**src/sv/pwr_pkg.sv**
```systemverilog
`timescale 1ns / 1ps
package pwr_pkg;

	localparam int GRID_SIDE     = 64;
	localparam int GRID_BITS     = 6;
	localparam int GRID_CELLS    = GRID_SIDE * GRID_SIDE;
	localparam int GRID_AW       = 2 * GRID_BITS;
	localparam int PALETTE_DEPTH = 256;
	localparam int ANGLE_STEPS   = 1024;
	localparam int ANGLE_BITS    = 10;
	localparam int ANGLE_UW      = ANGLE_BITS + 2;
	localparam int ROM_AW        = ANGLE_BITS + 1;
	localparam int DIV_BITS      = ANGLE_BITS + 32;
	localparam int DIV_CYCLES    = DIV_BITS / 2;
	localparam logic [63:0] HALF_PI_Q30 = 64'd1686629713;

	localparam logic [9:0] TRIGGER_RESET   = 10'd660;
	localparam logic [5:0] DEAD_ZONE_RESET = 6'd1;

	localparam logic [7:0] GREY_LEVEL  = 8'd100;
	localparam logic [7:0] OFF_GREEN   = 8'd128;

	// configuration register indexes
	localparam logic REG_TRIGGER_LEVEL = 1'b0;
	localparam logic REG_DEAD_ZONE     = 1'b1;

	typedef enum logic [1:0] {
		OP_SENSE  = 2'd0,
		OP_RENDER = 2'd1,
		OP_GRID_WR = 2'd2,
		OP_PAL_WR = 2'd3
	} op_t;

	typedef enum logic [1:0] {
		JOB_GRID,
		JOB_PALETTE,
		JOB_RENDER
	} job_kind_t;

	typedef struct packed {
		job_kind_t          kind;
		logic [4:0]         led;
		logic signed [7:0]  radius;
		logic [31:0]        period;
		logic [31:0]        elapsed;
		logic [GRID_AW-1:0] addr;
		logic [23:0]        data;
	} job_t;

	typedef enum logic [3:0] {
		B_CLEAR,
		B_IDLE,
		B_DIV,
		B_SINY,
		B_SINX,
		B_SINX2,
		B_MUL,
		B_MAP,
		B_GRID,
		B_OUT
	} back_state_t;

	typedef logic [14:0] sine_rom_t [0:ANGLE_STEPS];

	// Q0.15 sine magnitude of m quarter steps, series in Q2.30
	function automatic logic [14:0] quarter_sine(input logic [ROM_AW-1:0] m);
		logic [63:0] t;
		logic [63:0] t2;
		logic [63:0] term;
		logic signed [63:0] sum;
		t = (64'(m) * HALF_PI_Q30) / ANGLE_STEPS;
		t2 = (t * t) >> 30;
		term = t;
		sum = signed'(t);
		for (int k = 1; k <= 7; k++) begin
			term = ((term * t2) >> 30) / 64'((2 * k) * (2 * k + 1));
			if (k % 2 == 1) begin
				sum = sum - signed'(term);
			end else begin
				sum = sum + signed'(term);
			end
		end
		if (sum < 0) begin
			sum = 0;
		end
		sum = (sum + 64'sd16384) >>> 15;
		if (sum > 64'sd32767) begin
			sum = 64'sd32767;
		end
		return sum[14:0];
	endfunction

	function automatic sine_rom_t build_sine_rom();
		sine_rom_t rom;
		for (int i = 0; i <= ANGLE_STEPS; i++) begin
			rom[i] = quarter_sine(ROM_AW'(i));
		end
		return rom;
	endfunction

endpackage

```
**src/sv/pwr_front.sv**
```systemverilog
`timescale 1ns / 1ps
module pwr_front (
	input  logic          clk,
	input  logic          arst_n,
	input  logic          in_valid,
	output logic          in_ready,
	input  logic [1:0]    opcode,
	input  logic [9:0]    sensor_sample,
	input  logic [31:0]   time_us,
	input  logic [4:0]    led_position,
	input  logic [11:0]   cell_address,
	input  logic [7:0]    cell_colour,
	input  logic [7:0]    palette_slot,
	input  logic [23:0]   palette_rgb,
	input  logic          cfg_we,
	input  logic          cfg_index,
	input  logic [9:0]    cfg_wdata,
	input  logic          q_full,
	input  logic          back_busy,
	output logic          push,
	output pwr_pkg::job_t push_job
);
	import pwr_pkg::*;

	logic [9:0]  trigger_q;
	logic [5:0]  dead_zone_q;
	logic [31:0] previous_q;
	logic [31:0] latest_q;
	logic        high_q;
	logic        accept;
	logic        sensing;
	logic        trig;
	logic        rise;
	logic [31:0] latest_n;
	logic [31:0] previous_n;
	op_t         op;

	assign op       = op_t'(opcode);
	assign in_ready = !q_full && !back_busy;
	assign accept   = in_valid && in_ready;
	assign sensing  = op == OP_SENSE || op == OP_RENDER;

	// rising crossing of the threshold marks a pulse
	assign trig       = sensor_sample > trigger_q;
	assign rise       = trig && !high_q;
	assign latest_n   = rise ? time_us : latest_q;
	assign previous_n = rise ? latest_q : previous_q;

	always_comb begin
		push = accept && op != OP_SENSE;
		push_job.led     = led_position;
		push_job.radius  = signed'(8'({3'b000, led_position}) + 8'({2'b00, dead_zone_q}) - 8'd1);
		push_job.period  = latest_n - previous_n;
		push_job.elapsed = time_us - latest_n;
		push_job.addr    = cell_address;
		push_job.data    = palette_rgb;
		case (op)
			OP_GRID_WR: begin
				push_job.kind = JOB_GRID;
				push_job.data = {16'h0000, cell_colour};
			end
			OP_PAL_WR: begin
				push_job.kind = JOB_PALETTE;
				push_job.addr = {4'h0, palette_slot};
			end
			default: push_job.kind = JOB_RENDER;
		endcase
	end

	always_ff @(posedge clk or negedge arst_n) begin
		if (!arst_n) begin
			trigger_q <= TRIGGER_RESET;
			dead_zone_q <= DEAD_ZONE_RESET;
			previous_q <= 32'd0;
			latest_q <= 32'd0;
			high_q <= 1'b0;
		end else begin
			if (cfg_we) begin
				case (cfg_index)
					REG_TRIGGER_LEVEL: trigger_q <= cfg_wdata;
					REG_DEAD_ZONE:     dead_zone_q <= cfg_wdata[5:0];
					default: ;
				endcase
			end
			if (accept && sensing) begin
				high_q <= trig;
				latest_q <= latest_n;
				previous_q <= previous_n;
			end
		end
	end

endmodule

```
**config.mk**
```make
export PLATFORM = sky130hd
export DESIGN_NAME = pwr_front
export DESIGN_NICKNAME = d
export VERILOG_FILES = /design/src/sv/pwr_pkg.sv /design/src/sv/pwr_front.sv
export SDC_FILE = /design/constraint.sdc
export NUM_CORES = 1
export LEC_CHECK = 0
export CORE_ASPECT_RATIO = 0.6
export CORE_MARGIN = 8
export CORE_UTILIZATION = 45
export DETAILED_ROUTE_END_ITERATION = 8
export DONT_BUFFER_PORTS = 1
export GPL_ROUTABILITY_DRIVEN = 0
export SLEW_MARGIN = 0
export SYNTH_ARGS = -nofsm -noshare
export SYNTH_HDL_FRONTEND = slang
export SYNTH_SLANG_ARGS = --single-unit
```
**constraint.sdc**
```tcl
create_clock -name clk -period 12.1 [get_ports clk]
set_clock_uncertainty 0.05 [all_clocks]
set_input_delay 2.42 -clock clk [delete_from_list [all_inputs] [get_ports clk]]
set_output_delay 2.42 -clock clk [all_outputs]
set_load 0.02 [all_outputs]
```
# --- Yosys cells after proc, flatten, opt, wreduce, memory -nomap -nowiden ---
# Index checks and enable logic that the tools add are counted.
# W data, S select, Z words.
op_classes:
  n_addsub: 4
  order_cmp: 1
  eq_ne: 3
  muxes: 5
  bitwise: 1
  n_reduce_logical: 13
ops:
  columns: ["cell", "count"]
  rows:
  - ["$mux W32", 2]
  - ["$sub A32 B32 Y32", 2]
  - ["$mux W24", 1]
  - ["$mux W12", 1]
  - ["$gt A10 B10 Y1", 1]
  - ["$sub A7 B1 Y8 const B", 1]
  - ["$add A5 B6 Y7", 1]
  - ["$logic_and A1 B1 Y1", 5]
  - ["$eq A2 B2 Y1 const B", 2]
  - ["$pmux W2 S2", 1]
  - ["$reduce_and A2 Y1", 2]
  - ["$logic_not A1 Y1", 3]
  - ["$eq A2 B1 Y1 const B", 1]
  - ["$logic_not A2 Y1", 1]
  - ["$reduce_bool A2 Y1", 1]
  - ["$logic_or A1 B1 Y1", 1]
  - ["$not A1 Y1", 1]
totals:
  reg_bits: 81
  in_bits: 118
  out_inout_bits: 117
  wordCells: 32

# --- Depth between registers and ports, before layout ---
logic_depth:
  word_depth: 4
  mapped_depth: 29
  mapped_depth_nobuf: 23

# --- Least setup slack after synthesis ---
# OpenSTA, ideal clock, no wires.
synth_timing:
  kind: "input to output"
  from: "input port sensor_sample[3]"
  to: "output port push_job[99] in the netlist's numbering"
  arrival_ns: 8.937
  required_time_ns: 9.630
  setup_slack_ns: 0.693
  cell_stages: 27
  path_buffers: 6
  cell_sequence: "ha_1 > a21o_1 > a21o_1 > a221o_1 > buf_2 > nand2_2 > buf_2 > clkbuf_1 > clkbuf_1 > clkbuf_1 > buf_1 > nor2_1 > a21oi_1 > inv_1 > ha_1 > nor2b_1 > o2111ai_1 > a21o_1 > maj3_1 > a211oi_1 > a2bb2oi_1 > o311a_1 > o31a_1 > o221ai_2 > o2111ai_1 > a21o_1 > a211oi_1"
synth_lines:
  columns: ["element", "line", "source"]
  rows:
  - ["from (decl)", "pwr_front.sv:8", "input logic [9:0] sensor_sample,"]
  - ["to (decl)", "pwr_front.sv:21", "output pwr_pkg::job_t push_job"]

==> Flow_metrics.wiki <==
{| class="wikitable"
! Metric !! Value
|-
| Count of hold buffers inserted by post-cts repair || 0
|-
| Router iterations before antenna repair || 6
|-
| Yosys Warn Count || 0
|-
| Iteration-0 DRC count of the detailed router || between 600 and 700
|-
| TritonCTS Buffers || 9
|-
| Count of non-filler cells in the finished layout || around 1,300
|-
| Clock latency on the worst-skew pair || 0.35 ns
|-
| Setup repair after global routing missed its margin || false
|-
| Number of global-route vias before repair || 7,017
|-
| Die height || 123 µm
|-
| Post-Syn Instances || 1,110
|-
| Largest net degree at the start of global routing || 82
|-
| Maximum clock insertion buffer count || 2
|-
| Worst slew pin tran || 1.16 ns
|-
| Remaining global-route overflow || 0
|-
| R2R Setup Slk || around 8.4 ns
|-
| Number of buffer cells added on primary ports || 0
|-
| Critical path's largest stage delay || 0.53 ns
|-
| CP Launch Type || input port
|-
| Starting utilization of the core area || 45.7%
|-
| Via count || 7,739
|-
| CP Capture Point || push_job[96]
|-
| Proportion of register bits with asynchronous set or reset after synthesis || 100%
|-
| Total Routing Usage GR || between 20% and 30%
|-
| Number of gates given a new drive strength after cts || 0
|-
| Area growth from synthesis to layout || 5.84%
|-
| Proportion of power drawn by flip-flops and latches || 15.2%
|-
| Power share of the clock group || a little over a tenth
|-
| Met1 global-route usage || 32.4%
|-
| Ratio of cells with drive above 1 in the final layout || 8.95%
|-
| Cell area after technology mapping || 0.00865 mm²
|-
| Cell internal power dissipation || 0.00122 W
|-
| Row Count || 39
|-
| WL final || 26.5 mm
|-
| Remaining number of nets flagged by the antenna check after routing || 0
|-
| Detailed Place HPWL || 21.2 mm
|-
| Source of the critical timing path || sensor_sample[9]
|-
| Detail-routed net length per standard cell || 19.9 µm
|-
| Worst R2R End || latest_q[22]$_DFFE_PN0P_
|-
| Clock transition at the registers of the reported paths || 0.07 ns
|-
| Sinks on the clock net || 81
|-
| Most area-consuming cells after synthesis || sky130_fd_sc_hd__dfrtp_1 22%, sky130_fd_sc_hd__ha_1 7.1%, sky130_fd_sc_hd__mux2_2 5.7%
|-
| Number of antenna violations at the first check in global routing || 0
|-
| Power density normalized to cell area || 315 mW/mm²
|-
| Average footprint of a synthesized cell || between 7 and 8 µm²
|-
| Number of max-slew violations in the final report || 0
|-
| Cells traversed along the worst timing path || ha_1, nand2_1, o211a_1, a311o_1, nor2_4, mux2i_1, inv_1, ha_1, nor2b_1, o31a_1, or3_1, a21oi_1, o21ai_0, a211oi_1, o311ai_0, nand2_1, o221ai_2, o31ai_1, mux2i_1, nand3_1
|-
| First-pass GRT wire length || 40.7 mm
|-
| Highest-count cells in the layout ignoring fill and taps || 114 x sky130_fd_sc_hd__nor2_1, 96 x sky130_fd_sc_hd__inv_1, 93 x sky130_fd_sc_hd__nand2_1, 93 x sky130_fd_sc_hd__a21oi_1, 76 x sky130_fd_sc_hd__dfrtp_1
|-
| Most common cell after layout, fill and taps aside || sky130_fd_sc_hd__nor2_1
|-
| Final net count || ~1,200
|-
| Required arrival time at the worst endpoint || 9.63 ns
|-
| Net count of the mapped netlist || 1,280
|-
| Antenna diode instance count || 0
|-
| Hold/Removal Path Class || reg2reg
|-
| RR Startpoint || trigger_q[9]$_DFFE_PN1P_
|-
| FF-to-FF path depth || 8
|-
| # Max-Cap Violations || 0
|-
| Fin crit share || 88.4%
|-
| Leakage component of the power || around 4.0 nW
|-
| Fraction of post-synthesis cell area in the top cell type by area || between 20 and 25%
|-
| Critical path type || in2out
|-
| CP Max Fanout || 19
|-
| Number of vias per cell || 5.82
|-
| Synthesis-stage register bit count || 81
|-
| Setup_tns || 0 ns
|-
| Final setup vio count || 0
|-
| Multi-input logic area || 0.00605 mm²
|-
| Post-synth EDFFs || 0
|-
| Number of I/O pins || 235
|-
| DRC Markers || 0
|-
| # Post-CTS Setup Buffers || 0
|-
| Cell chosen for the clock root || sky130_fd_sc_hd__clkbuf_16
|-
| Die Area || 0.0241 mm²
|-
| Sequential Area || about 0.0020 mm²
|-
| Net Switching || 0.00166 W
|-
| Cell taking the most area after synthesis || sky130_fd_sc_hd__dfrtp_1
|-
| Kind of end point of the critical path || output port
|-
| Minimum clock period after layout || 10.70 ns
|-
| Met3 routing resource usage after global routing || approximately 6.7%
|-
| Switching power share of the total || between 50% and 60%
|-
| Normalized max-slew margin || 22.5%
|-
| Number of hold violations in the final report || 0
|-
| Register area share after synthesis || 23.5%
|-
| Max Fclk || around 0.093 GHz
|-
| Number of levels in the clock H-tree || 3
|-
| Cell type of the slowest stage on the worst timing path || sky130_fd_sc_hd__a311o_1
|-
| GRT Max-Usage Layer || met1
|-
| Maximum vdd ir drop || 0.208 mV
|-
| Fill cells || 1,874
|-
| Core area || roughly 0.019 mm²
|-
| Top FF cell, synth || sky130_fd_sc_hd__dfrtp_1
|-
| Combinational fraction of design power || 74.2%
|-
| CP Data Arrival Time || 8.23 ns
|-
| Die W || around 190 µm
|-
| Count of placed standard cells including taps || roughly 1,300
|-
| Met2 track utilization from global routing || 28.4%
|-
| Number of distinct standard cells referenced by the synthesized netlist || 76
|-
| Result of the run || completed
|-
| CTS tree || built
|}
==> worst min path at each step <==
stage,startpoint,to,slack [ns],cells past startpoint
floorplan,previous_q[23]$_DFFE_PN0P_,previous_q[23]$_DFFE_PN0P_,0.42,2
global placement,previous_q[23]$_DFFE_PN0P_,previous_q[23]$_DFFE_PN0P_,0.43,2
detailed placement,previous_q[31]$_DFFE_PN0P_,previous_q[31]$_DFFE_PN0P_,0.44,1
CTS,previous_q[31]$_DFFE_PN0P_,previous_q[31]$_DFFE_PN0P_,0.46,1
global route,previous_q[21]$_DFFE_PN0P_,previous_q[21]$_DFFE_PN0P_,0.48,1
finish,previous_q[31]$_DFFE_PN0P_,previous_q[31]$_DFFE_PN0P_,0.46,1
==> state kept, by name, indices dropped and copies added, names as in the netlist <==
signal       cells
dead_zone_q      6
high_q           1
latest_q        32
previous_q      32
trigger_q       10
==> final cells by class <==
type / instances / share of cell area, %
clock inverter: 6 / 0.998
tap: 246 / 3.36
inverter: 98 / 4.02
multi-input combinational: 880 / 66.1
timing repair buffer: 9 / 0.738
sequential: 81 / 22.2
clock buffer: 10 / 2.61
==> power by group through the flow <==
stage / registers, W / logic (W) / clock network, W
final: 0.000438 / 0.00214 / 0.000308
after global routing: 0.000451 / 0.00234 / 0.000324
after CTS: 0.000436 / 0.00213 / 0.000316
after detailed placement: 0.000441 / 0.00212 / 0
after global placement: 0.000440 / 0.00211 / 0
after floorplan: 0.000405 / 0.00171 / 0
==> synth_stat cells, types with 13 or more instances <==
master / n
sky130_fd_sc_hd__nor2_1: 116
sky130_fd_sc_hd__inv_1: 96
sky130_fd_sc_hd__nand2_1: 94
sky130_fd_sc_hd__a21oi_1: 93
sky130_fd_sc_hd__dfrtp_1: 76
sky130_fd_sc_hd__o21ai_0: 67
sky130_fd_sc_hd__ha_1: 49
sky130_fd_sc_hd__mux2_2: 44
sky130_fd_sc_hd__xnor2_1: 43
sky130_fd_sc_hd__maj3_1: 39
sky130_fd_sc_hd__clkbuf_1: 36
sky130_fd_sc_hd__mux2i_1: 33
sky130_fd_sc_hd__nor2b_1: 31
sky130_fd_sc_hd__and2_1: 27
sky130_fd_sc_hd__xor2_1: 22
sky130_fd_sc_hd__nor3_1: 17
sky130_fd_sc_hd__a21o_1: 15
sky130_fd_sc_hd__nand2b_1: 14
sky130_fd_sc_hd__a31oi_1: 13
==> cell families (layout without fill, tap and decap cells) <==
logic type                 count (synthesis)  after routing  share of synthesized area [%]
and+or+nand+nor                          351            351                           19.2
AOI/OAI and AO/OA                        296            296                           22.1
buffers and inverters                    149            123                           6.77
adders and majority gates                 91             91                           12.3
DFF                                       81             81                           23.5
muxes                                     77             77                           9.55
xor gates and xnor gates                  65             65                           6.58
==> through the flow <==
step / worst slack [ns] / instance area [µm²] / hold WS [ns] / utilization [%] / power, W
floorplan: 0.693 / 8650 / 0.415 / - / 0.00212
global placement: 1.61 / 8820 / 0.435 / 46.6 / 0.00255
detailed placement: 1.47 / 8820 / 0.444 / 46.6 / 0.00256
CTS: 1.44 / 9160 / 0.459 / 48.4 / 0.00289
global route: 0.921 / 9160 / 0.484 / 48.4 / 0.00311
finish: 1.40 / 9160 / 0.456 / 48.4 / 0.00289
==> critical path, delay by kind of cell <==
| family | cells | cell delay [ns] |
|---|---|---|
| muxes | 2 | 0.67 |
| adders and majority gates | 2 | 0.65 |
| AOI/OAI and AO/OA | 9 | 2.73 |
| and+or+nand+nor | 6 | 1.66 |
| buffers and inverters | 1 | 0.08 |
==> routing by layer <==
layer	wire length, µm	share of wire (%)	vias up
met2	10600	40	237
li1	-	-	3839
met1	13400	50	3647
met4	204	0.77	0
met3	2310	8.7	16
met5	0	0	-
(Power assumes the default switching activity.)
