[src/sv/pwr_pkg.sv]
`timescale 1ns / 1ps
package pwr_pkg;

	localparam int GRID_SIDE     = 64;
	localparam int GRID_BITS     = 6;
	localparam int GRID_CELLS    = GRID_SIDE * GRID_SIDE;
	localparam int GRID_AW       = 2 * GRID_BITS;
	localparam int PALETTE_DEPTH = 256;
	localparam int ANGLE_STEPS   = 1024;
	localparam int ANGLE_BITS    = 10;
	localparam int ANGLE_UW      = ANGLE_BITS + 2;
	localparam int ROM_AW        = ANGLE_BITS + 1;
	localparam int DIV_BITS      = ANGLE_BITS + 32;
	localparam int DIV_CYCLES    = DIV_BITS / 2;
	localparam logic [63:0] HALF_PI_Q30 = 64'd1686629713;

	localparam logic [9:0] TRIGGER_RESET   = 10'd660;
	localparam logic [5:0] DEAD_ZONE_RESET = 6'd1;

	localparam logic [7:0] GREY_LEVEL  = 8'd100;
	localparam logic [7:0] OFF_GREEN   = 8'd128;

	// configuration register indexes
	localparam logic REG_TRIGGER_LEVEL = 1'b0;
	localparam logic REG_DEAD_ZONE     = 1'b1;

	typedef enum logic [1:0] {
		OP_SENSE  = 2'd0,
		OP_RENDER = 2'd1,
		OP_GRID_WR = 2'd2,
		OP_PAL_WR = 2'd3
	} op_t;

	typedef enum logic [1:0] {
		JOB_GRID,
		JOB_PALETTE,
		JOB_RENDER
	} job_kind_t;

	typedef struct packed {
		job_kind_t          kind;
		logic [4:0]         led;
		logic signed [7:0]  radius;
		logic [31:0]        period;
		logic [31:0]        elapsed;
		logic [GRID_AW-1:0] addr;
		logic [23:0]        data;
	} job_t;

	typedef enum logic [3:0] {
		B_CLEAR,
		B_IDLE,
		B_DIV,
		B_SINY,
		B_SINX,
		B_SINX2,
		B_MUL,
		B_MAP,
		B_GRID,
		B_OUT
	} back_state_t;

	typedef logic [14:0] sine_rom_t [0:ANGLE_STEPS];

	// Q0.15 sine magnitude of m quarter steps, series in Q2.30
	function automatic logic [14:0] quarter_sine(input logic [ROM_AW-1:0] m);
		logic [63:0] t;
		logic [63:0] t2;
		logic [63:0] term;
		logic signed [63:0] sum;
		t = (64'(m) * HALF_PI_Q30) / ANGLE_STEPS;
		t2 = (t * t) >> 30;
		term = t;
		sum = signed'(t);
		for (int k = 1; k <= 7; k++) begin
			term = ((term * t2) >> 30) / 64'((2 * k) * (2 * k + 1));
			if (k % 2 == 1) begin
				sum = sum - signed'(term);
			end else begin
				sum = sum + signed'(term);
			end
		end
		if (sum < 0) begin
			sum = 0;
		end
		sum = (sum + 64'sd16384) >>> 15;
		if (sum > 64'sd32767) begin
			sum = 64'sd32767;
		end
		return sum[14:0];
	endfunction

	function automatic sine_rom_t build_sine_rom();
		sine_rom_t rom;
		for (int i = 0; i <= ANGLE_STEPS; i++) begin
			rom[i] = quarter_sine(ROM_AW'(i));
		end
		return rom;
	endfunction

endpackage

[src/sv/pwr_queue.sv]
`timescale 1ns / 1ps
module pwr_queue (
	input  logic          clk,
	input  logic          arst_n,
	input  logic          push,
	input  pwr_pkg::job_t push_job,
	input  logic          pop,
	output pwr_pkg::job_t head,
	output logic          full,
	output logic          empty
);
	import pwr_pkg::*;

	job_t       slot_q [2];
	logic       wr_q;
	logic       rd_q;
	logic [1:0] count_q;

	assign head  = slot_q[rd_q];
	assign full  = count_q == 2'd2;
	assign empty = count_q == 2'd0;

	always_ff @(posedge clk) begin
		if (push) begin
			slot_q[wr_q] <= push_job;
		end
	end

	always_ff @(posedge clk or negedge arst_n) begin
		if (!arst_n) begin
			wr_q <= 1'b0;
			rd_q <= 1'b0;
			count_q <= 2'd0;
		end else begin
			if (push) wr_q <= ~wr_q;
			if (pop) rd_q <= ~rd_q;
			if (push && !pop) count_q <= count_q + 2'd1;
			else if (pop && !push) count_q <= count_q - 2'd1;
		end
	end

endmodule

[config.mk]
export PLATFORM = sky130hd
export DESIGN_NAME = pwr_queue
export DESIGN_NICKNAME = d
export VERILOG_FILES = /design/src/sv/pwr_pkg.sv /design/src/sv/pwr_queue.sv
export SDC_FILE = /design/constraint.sdc
export NUM_CORES = 1
export LEC_CHECK = 0
export ABC_AREA = 1
export BUFFER_PORTS_ARGS = -buffer_cell sky130_fd_sc_hd__buf_2
export CAP_MARGIN = 20
export CORE_ASPECT_RATIO = 0.6
export CORE_UTILIZATION = 47
export CTS_CLUSTER_SIZE = 16
export DETAILED_ROUTE_END_ITERATION = 10
export GPL_ROUTABILITY_DRIVEN = 1
export PLACE_DENSITY = 0.81
export SLEW_MARGIN = 20
export SYNTH_ARGS = -nofsm -noshare
export SYNTH_HDL_FRONTEND = slang
export SYNTH_SLANG_ARGS = --single-unit
[constraint.sdc]
create_clock -name clk -period 6.2 [get_ports clk]
set_input_delay 0.93 -clock clk [delete_from_list [all_inputs] [get_ports clk]]
set_output_delay 0.93 -clock clk [all_outputs]
set_load 0.05 [all_outputs]
; ---- After elaboration in Yosys (flattened, before gate mapping)
; Memory sizes are Yosys's and may differ from the RTL's.
; Index checks and enable logic that the tools add are counted.
[totals]
ramBits = 230
input_bits = 119
mem_count = 1
word_cells = 19
ff_bits = 4
out_inout_bits = 117
[memory_table]
columns = memory, depth, word_bits, rd, rd_ports_with_merged_regs, wr, line_no
row1 = slot_q, 2, 115, 1, 0, 1, pwr_queue.sv:14  ; job_t slot_q [2];
[classes]
eq_ne = 1
n_mux = 4
bitwise = 2
n_addsub = 2
reduce_logical = 6
[op_table]
columns = op, count
row1 = 2-bit 2-to-1 mux, 2
row2 = "2-bit by 1-bit adder with 2-bit output, second input constant", 1
row3 = "2-bit == test, second input constant", 1
row4 = 1-bit logical AND, 2
row5 = 1-bit logical NOT, 2
row6 = 2-bit logical NOT, 1
row7 = 1-bit 2-to-1 mux, 2
row8 = 1-bit inverter, 2
row9 = 2-bit nonzero test, 1
row10 = "2-bit by 1-bit subtractor with 2-bit output, second input constant", 1

; ---- Logic depth before layout (Yosys ltp)
; Gate-level depths: netlist (run 1).
[logic_depth]
word_depth = 4
ltp_mapped = 7
depth_no_buf = 7

; ---- Worst setup path before layout (run 1)
; OpenSTA, ideal clock, no wires.
[synth_path]
path_kind = input to register
from = input port push
to = memory slot_q[0][0] (netlist name), enable pin
path_stages = 2
arrival_time_ps = 5782
setup_ps = 593
required_time_ps = 5607
path_buffers = 0
path_slack_ps = -175
cell_sequence = inv_1 -> nor2_1
[synth_via]
elab_chain_cells = 2
[synth_rtl]
columns = item, line_no
row1 = from (decl), pwr_queue.sv:5  ; input logic push,
row2 = 1-bit 2-to-1 mux, pwr_queue.sv:24  ; if (push) begin
row3 = 1-bit 2-to-1 mux (not written as such), pwr_queue.sv:25  ; slot_q[wr_q] <= push_job;
row4 = to (decl), pwr_queue.sv:14
; Every way passes these cells.

==> key figures, run 1 <==
GRT
  • GR Util All Layers: 16.0%
  • Largest net degree at the start of global routing: 67
  • First-pass GRT wire length: 23,400 µm
  • Vias in the first global route: 4,511
  • Antenna violations before repair: 2
  • Gr ovfl total: 0

Setup path
  • Worst setup EP type: output port
  • Critical path start-end classification: flop to output port
  • Max FO, Critical Path: 55
  • Worst EP required: 5270 ps
  • Crit Reg-Reg Startpoint: wr_q
  • FF-to-FF setup slack: 3900 ps
  • Worst Reg2Reg Path Length in Cells: 3
  • Worst R2R End: slot_q[1][46]
  • Worst setup SP type: flop
  • Arr. time, crit path: 2330 ps

Floorplan
  • Area of the die: 19,000 µm²
  • Site Rows: 38
  • Die W: 177 µm
  • Ports: 236
  • Initial Util: 47.9%
  • Core area: 18,100 µm²
  • Die H: 107 µm

Placed design
  • DP Area: 10,100 µm²
  • IO Port Bufs: 235
  • Placer's final routability congestion estimate: 0.773
  • Hpwl dp: 10,600 µm

Timing
  • Setup TNS: 0 ps
  • Slew HR: 39.7%
  • Period utilization: 52.6%
  • RSZ-0062 raised after global routing: false
  • Max Clk Rate: 307 MHz
  • Hold_ws: 243 ps
  • Setup Viol. Count Final: 0
  • Clock Skew: 19.1 ps
  • Fin. max-slew vios: 0
  • Final Hold Viols: 0
  • Final critical-path required period: 3260 ps
  • Worst slew pin tran: 904 ps

Yosys
  • Asr flop ratio synth: 1.71%
  • Gate Count Post-Synth: 383
  • Ys flop type: edfxtp_1
  • Number of enable flip-flop cells after synthesis: 230
  • Sequential area share after synthesis: 80.9%
  • Yosys cell types: 14
  • Largest cells by area after synthesis: edfxtp_1 80%, mux2_2 9.8%, mux2_4 6.9%
  • Mapped cell area: 8660 µm²
  • Area leader, netlist: edfxtp_1
  • YS warnings: 0
  • Syn Nets: 503
  • List of most frequent post-synthesis cells: 230 x edfxtp_1, 75 x mux2_2, 40 x mux2_4, 7 x buf_2, 7 x inv_1
  • Synth top area share: 79.7%
  • Count leader, synth: edfxtp_1
  • Avg Synthesized Cell Area: 22.6 µm²
  • #FFs+latches synth: 234

Route
  • Routed vias/inst: 4.87
  • Routed len/inst: 17.6 µm
  • Pre-antenna DRT Iters: 4
  • ANT nets after route: 0
  • Final wirelength: 15,700 µm
  • Initial DRC count: 231
  • DR vias: 4,328
  • Post-route DRC: 0

Power
  • Combinational Power Share: 41.8%
  • Clock power frac: 20.1%
  • NetSw: 2.32 mW
  • Int Pwr: 3.42 mW
  • Cell Pwr Density: 537 nW/µm²
  • Leakage power: 4.15 nW
  • Switching Fraction: 40.4%
  • Seq pwr share: 38.1%
  • Maximum vdd drop: 0.351 mV

Clocking
  • Largest buffer count on any clock path: 3
  • Hold Buf Count CTS: 0
  • Worst-skew pair later-pin latency: 490 ps
  • Clock slew at reported path FFs: 60 ps
  • Num CTS Buffers: 21
  • Clock Sinks: 234
  • Post-CTS Resized: 0
  • CTS tree: built
  • # Post-CTS Setup Buffers: 0
  • H-tree depth: 1
  • CTS root buf: clkbuf_16

Run
  • Max-cap violation count: 0

Layout
  • Fin area: 10,700 µm²
  • Fillers: 1,336
  • Final #Nets: 753
  • Share of cells above drive strength 1: 59.4%
  • Area Overhead vs Synth: 23.5%
  • Antenna diode count: 0

Outcome
  • Outcome: finished, final reports clean

Hold path
  • Hold crit path type: input port to async pin
flip-flops by register name, summed over array words and instances (netlist names):
signal,count
slot_q,230
rd_q,1
wr_q,1
count_q,2
placed cells by master, fill, tap and decap left out:
cell and n:
buf_2 235, edfxtp_1 230, mux2_2 75, mux2_4 40
clkbuf_16 21, clkbuf_1 9, inv_1 6, nand2_1 5
buf_4 5, clkinv_2 4, dfrtp_1 3, nor2_1 2
xor2_1 2, clkinv_1 2, inv_4 1, nor2_4 1
xnor2_1 1, nand3_1 1, nand4_1 1, ha_1 1
inv_6 1, clkbuf_8 1, dfrtp_4 1
power by group through the flow:
| stage | Clock (mW) | Combinational (mW) | Sequential (mW) |
|---|---|---|---|
| 2_1_floorplan | 0 | 1.99 | 2.21 |
| 3_3_place_gp | 0 | 2.39 | 2.20 |
| 4_1_cts | 1.19 | 2.42 | 2.19 |
| 3_5_place_dp | 0 | 2.42 | 2.22 |
| 5_1_grt | 1.24 | 2.52 | 2.21 |
| 6_report | 1.16 | 2.40 | 2.19 |
final cells by class:
type / count / area [µm²] / area share, %
flip-flops and latches: 234 / 7010 / 65.5
multi-input cells: 129 / 1530 / 14.3
repair buffers: 240 / 1210 / 11.3
clock buffers: 31 / 573 / 5.36
well taps: 240 / 300 / 2.81
clock inverters: 7 / 36.3 / 0.339
inverters: 7 / 28.8 / 0.269
layer usage:
metal	vias to the layer above	share of wire, %	global-route usage, %
li1	2013	-	-
met1	2120	43	21.0
met2	170	46	25.5
met3	21	8.6	5.64
met4	4	1.5	4.21
met5	-	0.18	0
through the flow:
stage          total power, mW  std cells  setup slack [ps]  utilization [%]
4_1_cts                   5.81        888              2910             59.2
3_5_place_dp              4.64        850              3250             55.8
6_report                  5.75        888              2940             59.2
3_3_place_gp              4.59        850              3340             55.8
2_1_floorplan             4.20        383              1830                -
5_1_grt                   5.97        888              2840             59.2
worst max-delay path, cell delays in order, from the launching register on:
cell     delay, ps
dfrtp_4        460
buf_4          680
mux2_2         420
buf_2          210
how the worst max path moves through the flow:
stage,start,endpoint,slack (ps),cells past startpoint
2_1_floorplan,push,slot_q[0][0],1830,2
3_3_place_gp,push,slot_q[1][18],3340,4
3_5_place_dp,push,slot_q[1][19],3250,4
4_1_cts,rd_q,head[113],2910,3
5_1_grt,rd_q,head[108],2840,3
6_report,rd_q,head[113],2940,3
cells by family (layout without fill, tap and decap cells):
| logic type | after synthesis | in the layout | share of synthesized area, % |
|---|---|---|---|
| adders and majority gates | 1 | 1 | 0.144 |
| and+or+nand+nor | 10 | 10 | 0.477 |
| xor gates and xnor gates | 3 | 3 | 0.303 |
| DFF | 234 | 234 | 80.9 |
| muxes | 115 | 115 | 16.7 |
| buffers and inverters | 20 | 285 | 1.49 |
Note: power is estimated with default switching activity, not from simulation.
==> run 2, diff against run 1 <==
Clock period 6.2 ns to 2.8 ns, I/O delays scaled along.
==> key figures, run 2 (synthesized netlist as in run 1, its figures left out) <==
Outcome
  • Outcome: finished, final reports clean

Setup path
  • Max FO, Critical Path: 53
  • Worst EP required: 2380 ps
  • Worst setup EP type: output port
  • Worst Reg2Reg Path Length in Cells: 3
  • CP Cell Sequence: buf_12, mux2_2, buf_2
  • Slowest cell on crit path: dfrtp_4
  • Worst setup SP type: flop
  • Critical path start-end classification: flop to output port
  • Worst stage delay on the critical path: 670 ps
  • Arr. time, crit path: 2190 ps

Floorplan
  • Ports: 236
  • Die W: 177 µm
  • Initial Util: 47.9%
  • Core area: 18,100 µm²
  • Site Rows: 38
  • Area of the die: 19,000 µm²
  • Die H: 107 µm

Layout
  • Reg with most FFs: slot_q
  • Number of flip-flops in the largest register: 230
  • Fin area: 10,900 µm²
  • Share of cells above drive strength 1: 59.3%
  • Finished Layout Cells: 892
  • Area Overhead vs Synth: 25.3%
  • Final #Nets: 756
  • Fillers: 1,318
  • Biggest regs: slot_q x230, count_q x2
  • Most common cell after layout, fill and taps aside: buf_2
  • Fin util: 60.1%
  • Most frequent cells in the layout: 235 x buf_2, 230 x edfxtp_1, 75 x mux2_2, 40 x mux2_4, 23 x clkbuf_16

Clocking
  • Num CTS Buffers: 22
  • Hold Buf Count CTS: 1
  • # Post-CTS Setup Buffers: 0
  • Clock slew at reported path FFs: 60 ps
  • CTS root buf: clkbuf_16
  • CTS tree: built
  • Post-CTS Resized: 0
  • H-tree depth: 1
  • Clock Sinks: 234
  • Worst-skew pair later-pin latency: 500 ps
  • Largest buffer count on any clock path: 3

Placed design
  • DP Area: 10,100 µm²
  • Dpl cells: 851
  • IO Port Bufs: 235
  • Placer's final routability congestion estimate: 0.819
  • Hpwl dp: 10,600 µm

Hold path
  • Hold crit path type: input port to flop
  • Worst hold path cell count: 1

Power
  • Int Pwr: 7.89 mW
  • Switching Fraction: 39.7%
  • Clock power frac: 21.9%
  • Leakage power: 4.21 nW
  • Seq pwr share: 37.5%
  • Maximum vdd drop: 0.980 mV
  • NetSw: 5.19 mW
  • Combinational Power Share: 40.6%
  • Cell Pwr Density: 1210 nW/µm²

Timing
  • RSZ-0062 raised after global routing: false
  • Final Hold Viols: 0
  • Period utilization: 93.2%
  • Setup TNS: 0 ps
  • Setup Viol. Count Final: 0
  • Worst slew pin tran: 658 ps
  • Slew HR: 56.1%
  • Fin. max-slew vios: 0
  • Final critical-path required period: 2610 ps
  • Clock Skew: 19.5 ps
  • Max Clk Rate: 383 MHz

Route
  • Routed len/inst: 17.9 µm
  • Final wirelength: 16,000 µm
  • Pre-antenna DRT Iters: 4
  • Routed vias/inst: 4.89
  • DR vias: 4,365
  • ANT nets after route: 0
  • Post-route DRC: 0
  • Initial DRC count: 320

GRT
  • Largest net degree at the start of global routing: 116
  • Gr ovfl total: 0
  • Antenna violations before repair: 4
  • First-pass GRT wire length: 23,700 µm
  • GR Util All Layers: 16.3%
  • Vias in the first global route: 4,540

Run
  • Max-cap violation count: 0
run 2: cell count changes in the layout (fill, tap and decap cells not counted), moves of 2 or more:
cell,previous run,this run
clkbuf_16,21,23
bufinv_16,0,2
clkinvlp_4,0,2
buf_12,0,4
buf_4,5,2
clkinv_1,2,4
clkinv_2,4,1
run 2: power groups by stage:
| stage | Clock (mW) | Combinational [mW] | Sequential [mW] |
|---|---|---|---|
| after floorplan | 0 | 4.41 | 4.86 |
| after global placement | 0 | 5.29 | 4.94 |
| after detailed placement | 0 | 5.36 | 4.98 |
| after CTS | 2.93 | 5.37 | 4.91 |
| after global routing | 3.06 | 5.55 | 4.97 |
| final | 2.87 | 5.32 | 4.90 |
run 2: layout make-up:
type                            instances  area, µm²  area share, %
Multi-Input combinational cell        129       1530           14.1
Timing Repair Buffer                  242       1280           11.8
Clock buffer                           31        606           5.58
Antenna cell                            1       2.50         0.0231
Clock inverter                          8       87.6          0.807
Sequential cell                       234       7010           64.6
Tap cell                              240        300           2.77
Inverter                                7       30.0          0.277
run 2: final timing paths:
kind,startpoint,endpoint,slack [ps]
min reg2reg,count_q[1],count_q[1],530
min in group asynchronous,arst_n,wr_q,280
max,rd_q,head[22],190
max in group asynchronous,arst_n,rd_q,2370
max reg2reg,wr_q,slot_q[1][74],1220
min,push_job[101],slot_q[1][101],110
run 2: per-stage QoR:
stage | worst slack, ps | total power, mW | hold slack, ps
CTS | 170 | 13.2 | 83.5
global route | 100 | 13.6 | 89.2
finish | 189 | 13.1 | 108
global placement | 743 | 10.2 | 237
floorplan | 200 | 9.27 | 124
detailed placement | 704 | 10.3 | 241
run 2: critical path: cells and delay by family, from the launching register on:
kind | cells | cell delay (ps)
multiplexers | 1 | 400
buffers and inverters | 2 | 570
flip-flops | 1 | 670
run 2: layer usage:
metal	share of wire, %	wire length, µm	track usage, %
met3	9.8	1570	5.82
met4	2.0	318	4.70
met2	46	7410	26.4
met1	42	6650	20.8
met5	0.26	41	0
